[config.mk]
export PLATFORM = sky130hd
export DESIGN_NAME = rtwt_cell
export DESIGN_NICKNAME = d
export VERILOG_FILES = /design/src/hw/rtl/rtwt_pkg.sv /design/src/hw/rtl/rtwt_cell.sv
export SDC_FILE = /design/constraint.sdc
export NUM_CORES = 1
export LEC_CHECK = 0
export ABC_AREA = 1
export BUFFER_PORTS_ARGS = -buffer_cell sky130_fd_sc_hd__buf_2
export CAP_MARGIN = 10
export CELL_PAD_IN_SITES_DETAIL_PLACEMENT = 0
export CELL_PAD_IN_SITES_GLOBAL_PLACEMENT = 1
export CORE_MARGIN = 2
export CORE_UTILIZATION = 36
export CTS_CLUSTER_DIAMETER = 50
export DETAILED_ROUTE_END_ITERATION = 8
export GPL_TIMING_DRIVEN = 0
export PLACE_DENSITY = 0.78
export SYNTH_ARGS = -nofsm -noshare
export SYNTH_HDL_FRONTEND = slang
export SYNTH_SLANG_ARGS = --single-unit
[constraint.sdc]
create_clock -name clk -period 4 [get_ports clk]
set_input_delay 0.4 -clock clk [delete_from_list [all_inputs] [get_ports clk]]
set_output_delay 0.4 -clock clk [all_outputs]
set_load 0.005 [all_outputs]
[src/hw/rtl/rtwt_pkg.sv]
// rtwt_pkg: shared types and constants for the request timeout watchdog table
// used by rtwt_cell, request_timeout_watchdog_table and rtwt_checker
// no dependencies

package rtwt_pkg;

  // operation codes on the input word
  localparam logic [1:0] OP_APPEND = 2'd0;
  localparam logic [1:0] OP_REMOVE = 2'd1;
  localparam logic [1:0] OP_TICK   = 2'd2;

  localparam int unsigned SLOTS_DEF = 256;
  localparam logic [15:0] ID_LIMIT  = 16'hF000;
  localparam logic [8:0]  COUNT_MAX = 9'd511;

  // command word that walks down the row of cells
  typedef struct packed {
    logic        vld;
    logic [1:0]  op;
    logic [31:0] now;
    logic [15:0] id;
    logic        hit;
  } tok_t;

endpackage

[src/hw/rtl/rtwt_cell.sv]
// rtwt_cell: one table slot (used mark, id, start time) in the scan chain
// depends on rtwt_pkg (tok_t, operation codes)

module rtwt_cell (
  input  logic               clk,
  input  logic               rst_n,
  input  logic               clr,
  input  logic [31:0]        timeout,
  input  rtwt_pkg::tok_t     tok_in,
  output rtwt_pkg::tok_t     tok_out_r
);

  logic           used_r;
  logic           used_nxt;
  logic [15:0]    id_r;
  logic [31:0]    start_r;
  logic [31:0]    age;
  logic           take;
  logic           drop;
  logic           over;
  rtwt_pkg::tok_t tok_out_nxt;

  assign age  = tok_in.now - start_r;
  assign take = tok_in.vld && (tok_in.op == rtwt_pkg::OP_APPEND) && !tok_in.hit && !used_r;
  assign drop = tok_in.vld && (tok_in.op == rtwt_pkg::OP_REMOVE) && !tok_in.hit && used_r
                && (id_r == tok_in.id);
  assign over = tok_in.vld && (tok_in.op == rtwt_pkg::OP_TICK) && used_r && (age > timeout);

  always_comb begin
    used_nxt = used_r;
    if (clr) begin
      used_nxt = 1'b0;
    end else if (take) begin
      used_nxt = 1'b1;
    end else if (drop) begin
      used_nxt = 1'b0;
    end
    tok_out_nxt     = tok_in;
    tok_out_nxt.hit = tok_in.hit | take | drop | over;
  end

  always_ff @(posedge clk) begin
    if (!rst_n) begin
      used_r        <= 1'b0;
      tok_out_r.vld <= 1'b0;
    end else begin
      used_r        <= used_nxt;
      tok_out_r.vld <= tok_out_nxt.vld;
    end
    // payload of the passing word
    tok_out_r.op  <= tok_out_nxt.op;
    tok_out_r.now <= tok_out_nxt.now;
    tok_out_r.id  <= tok_out_nxt.id;
    tok_out_r.hit <= tok_out_nxt.hit;
  end

  // payload of the slot
  always_ff @(posedge clk) begin
    if (take) begin
      id_r    <= tok_in.id;
      start_r <= tok_in.now;
    end
  end

endmodule

==> metrics.md <==
| Metric | Value |
|---|---|
| Run status | `complete, no violations` |
| Largest family of logic cells by synthesized area | `simple AND/OR/NAND/NOR gates` |
| CP Class | `reg2reg` |
| Final slew viol count | `0` |
| Post-synthesis xor/xnor area fraction | `2.50%` |
| Post-synth top cells | `nand2_1 (219), inv_1 (166), ha_1 (63)` |
| Setup Slack @ Placement | `0.540 ns` |
| Clk buf depth | `2` |
| Core box area | `16400 µm²` |
| CTS tree | `built` |
| DIE WIDTH | `133 µm` |
| Most common cell in the netlist | `nand2_1` |
| Final setup fails | `0` |
| Vias in the first global route | `4689` |
| Setup crit end kind | `flop` |
| Routability cong. | `0.832` |
| Met3 Wirelength | `571 µm` |
| Post-layout util | `44.4%` |
| Setup crit start | `start_r[0]$_DFFE_PP_` |
| Hold Crit Class | `in2reg` |
| Reg clk slew, reported paths | `0.08 ns` |
| Hold buffer count at cts | `0` |
| Crit path DAT | `3.39 ns` |
| GRT overflow | `0` |
| Detailed Place HPWL | `11.2 mm` |
| Vias per cell | `4.25` |
| Pin count of the biggest net entering global routing | `22` |
| Post-CTS Setup Inserts | `0` |
| Fraction of registers with async set/reset | `0%` |
| DR iter-0 viols | `273` |
| Port Buffer Count | `138` |
| Yosys warns | `0` |
| Cell taking the most area after synthesis | `edfxtp_1` |
| Final hold violation count | `0` |
| Rows | `47` |
| Primary FF master, synth | `dfxtp_1` |
| Met2 wire length | `5.58 mm` |
| Area share of fa/ha/maj cells after synthesis | `13.6%` |
| Launch point of the worst reg-to-reg path | `start_r[0]$_DFFE_PP_` |
| Vias | `4904` |
| Initial cell density of the core | `36.3%` |
| Hold_ws | `0.160 ns` |
| Req. time, crit path | `4.26 ns` |
| Compound-gate portion of the synthesized area | `6.69%` |
| Mux cell area share after synthesis | `0%` |
| Synth unique cells | `29` |
| Crit share post-route | `78.2%` |
| Iteration count of the initial detailed-routing pass | `4` |
| Antenna Nets Post-Route | `0` |
| Crit path time final | `3.13 ns` |
| Die height | `133 µm` |
| Post-synth top area share | `24.2%` |
| Top sig layer | `met4` |
| Synth Area in Simple Gates | `24.6%` |
| Unrepaired setup endpoints after global routing | `no` |
| Max frequency | `0.320 GHz` |
| Num CTS Buffers | `9` |
| Setup ws final | `0.874 ns` |
| M1 WL | `6.96 mm` |
| Clock Tree Root | `clkbuf_16` |
| Mapped Nets | `927` |
| Leakage Power | `3.97 nW` |
| First-pass GRT wire length | `22.2 mm` |
| Wire per inst | `11.5 µm` |
| Initial antenna violation count | `0` |
| Design area | `7290 µm²` |
| DRC Markers | `0` |
| Layout cell share with drive strength beyond 1 | `20.6%` |
| # clock sinks | `101` |
| Synth Instances | `776` |
| Worst-Skew Late Latency | `0.36 ns` |
| CP Launch Type | `flop` |
| Cell area after synthesis | `5960 µm²` |
| CTS resizes | `0` |
| Post-synth EDFFs | `48` |
| IO Pins | `139` |
| Final Skew | `0.00887 ns` |
| Pwr dens | `341 nW/µm²` |
| Crit path max fanout | `3` |
| Slew margin rel. | `35.5%` |
| Slew @ Worst Pin | `0.961 ns` |
| Die ar. | `17600 µm²` |
| H-tree depth | `3` |
| Synth area leaders | `edfxtp_1 (24%), dfxtp_1 (18%), nand2_1 (14%), ha_1 (13%), inv_1 (10%)` |
| Hold_sp | `tok_in[17]` |
| Avg Inst Size Synth | `7.68 µm²` |
| Area grow syn2layout | `22.3%` |
| Total track usage | `15.9%` |
| Register bit total from synthesis | `101` |
| WL final | `13.3 mm` |
| Pwr Total | `2.48 mW` |
| Final nets | `1079` |
| MaxCap Viol Count | `0` |
| Placed inst area | `6980 µm²` |
| Ant. Diodes | `0` |
| Part of the Yosys area used for sequential elements | `42.0%` |
| VDD IR-drop max | `208 µV` |
[layout make-up]
class                   count  area (µm²)
multi-input cells         506        2830
well taps                 220         275
repair buffers            141         732
inverters                 169         634
clock buffers               9         225
flip-flops and latches    101        2500
fillers                  1705        9120
clock inverters             7        86.3
[state kept, by name, summed over array words and instances, names as in the netlist]
name / count
start_r: 32
id_r: 16
tok_out_r: 52
used_r: 1
[cells in the final DEF (no fill, tap or decap)]
cell         n
buf_2      138
inv_1      166
nand3_1     31
clkinv_4     2
a21oi_2      3
inv_2        3
nand2_2     18
o21ai_1      4
dfxtp_1     53
fa_1         1
buf_8        2
o21bai_1     3
or2_2        2
nand2_1    219
nand4_1      6
clkbuf_16    9
nor3_1       1
nor3_2       2
a21oi_1     46
buf_6        1
ha_1        63
nor2_1      61
nor2_2       5
o21a_1       1
o21ai_0     17
clkinv_8     2
nor4_4       1
xnor2_1      1
inv_8        1
inv_12       1
xor2_1      16
or2_1        1
a21o_1       1
nor2_4       1
or2_0        1
nor3b_1      1
edfxtp_1    48
inv_6        1
[routing by layer]
layer | global-route usage, % | vias to the layer above
met3 | 3.07 | 12
met5 | 0 | -
met4 | 4.48 | 0
li1 | - | 2721
met2 | 24.2 | 97
met1 | 22.9 | 2074
[path summary, 6_finish.rpt]
path	cells past startpoint	endpoint	slack (ns)
worst max-delay path	21	tok_out_r[0]$_DFF_P_	0.87
worst min-delay path	1	tok_out_r[17]$_DFF_P_	0.16
worst max register to register	21	tok_out_r[0]$_DFF_P_	0.87
worst min register to register	2	used_r$_SDFFE_PP0P_	0.52
[metrics by stage]
step                setup TNS (ns)  std cells
floorplan                        0        776
global placement            -64.24       1134
detailed placement               0       1137
CTS                              0       1153
global route                     0       1153
finish                           0       1153
[kinds of logic (layout without fill, tap and decap cells)]
group | Yosys count | after routing
AO/OA/AOI/OAI | 75 | 75
buffers and inverters | 169 | 326
flip-flops | 101 | 101
adder cells (fa/ha/maj) | 64 | 64
XOR/XNOR | 17 | 17
AND/OR/NAND/NOR | 350 | 350
[where the power goes]
group / leakage, nW / total [mW] / switching, mW / internal, mW
registers: 0.883 / 1.13 / 0.00790 / 1.12
logic: 2.94 / 0.457 / 0.271 / 0.185
clock network: 0.151 / 0.900 / 0.449 / 0.450
[critical path: stages, from the launching register on]
cell and delay [ns]:
edfxtp_1 0.34, ha_1 0.14, inv_1 0.06, fa_1 0.41, nand3_1 0.12, nand2_2 0.08, nand2_1 0.08, nand2_2 0.07
nand3_1 0.09, nand2_2 0.11, nand2_1 0.10, nand2_1 0.05, nand2_1 0.05, nand2_1 0.06, ha_1 0.27, nand2_1 0.06
nor2_1 0.14, nand2_1 0.10, nor3b_1 0.46, a21oi_1 0.12, nand2_1 0.09, nand2_1 0.04
Note: power is estimated with default switching activity, not from simulation.
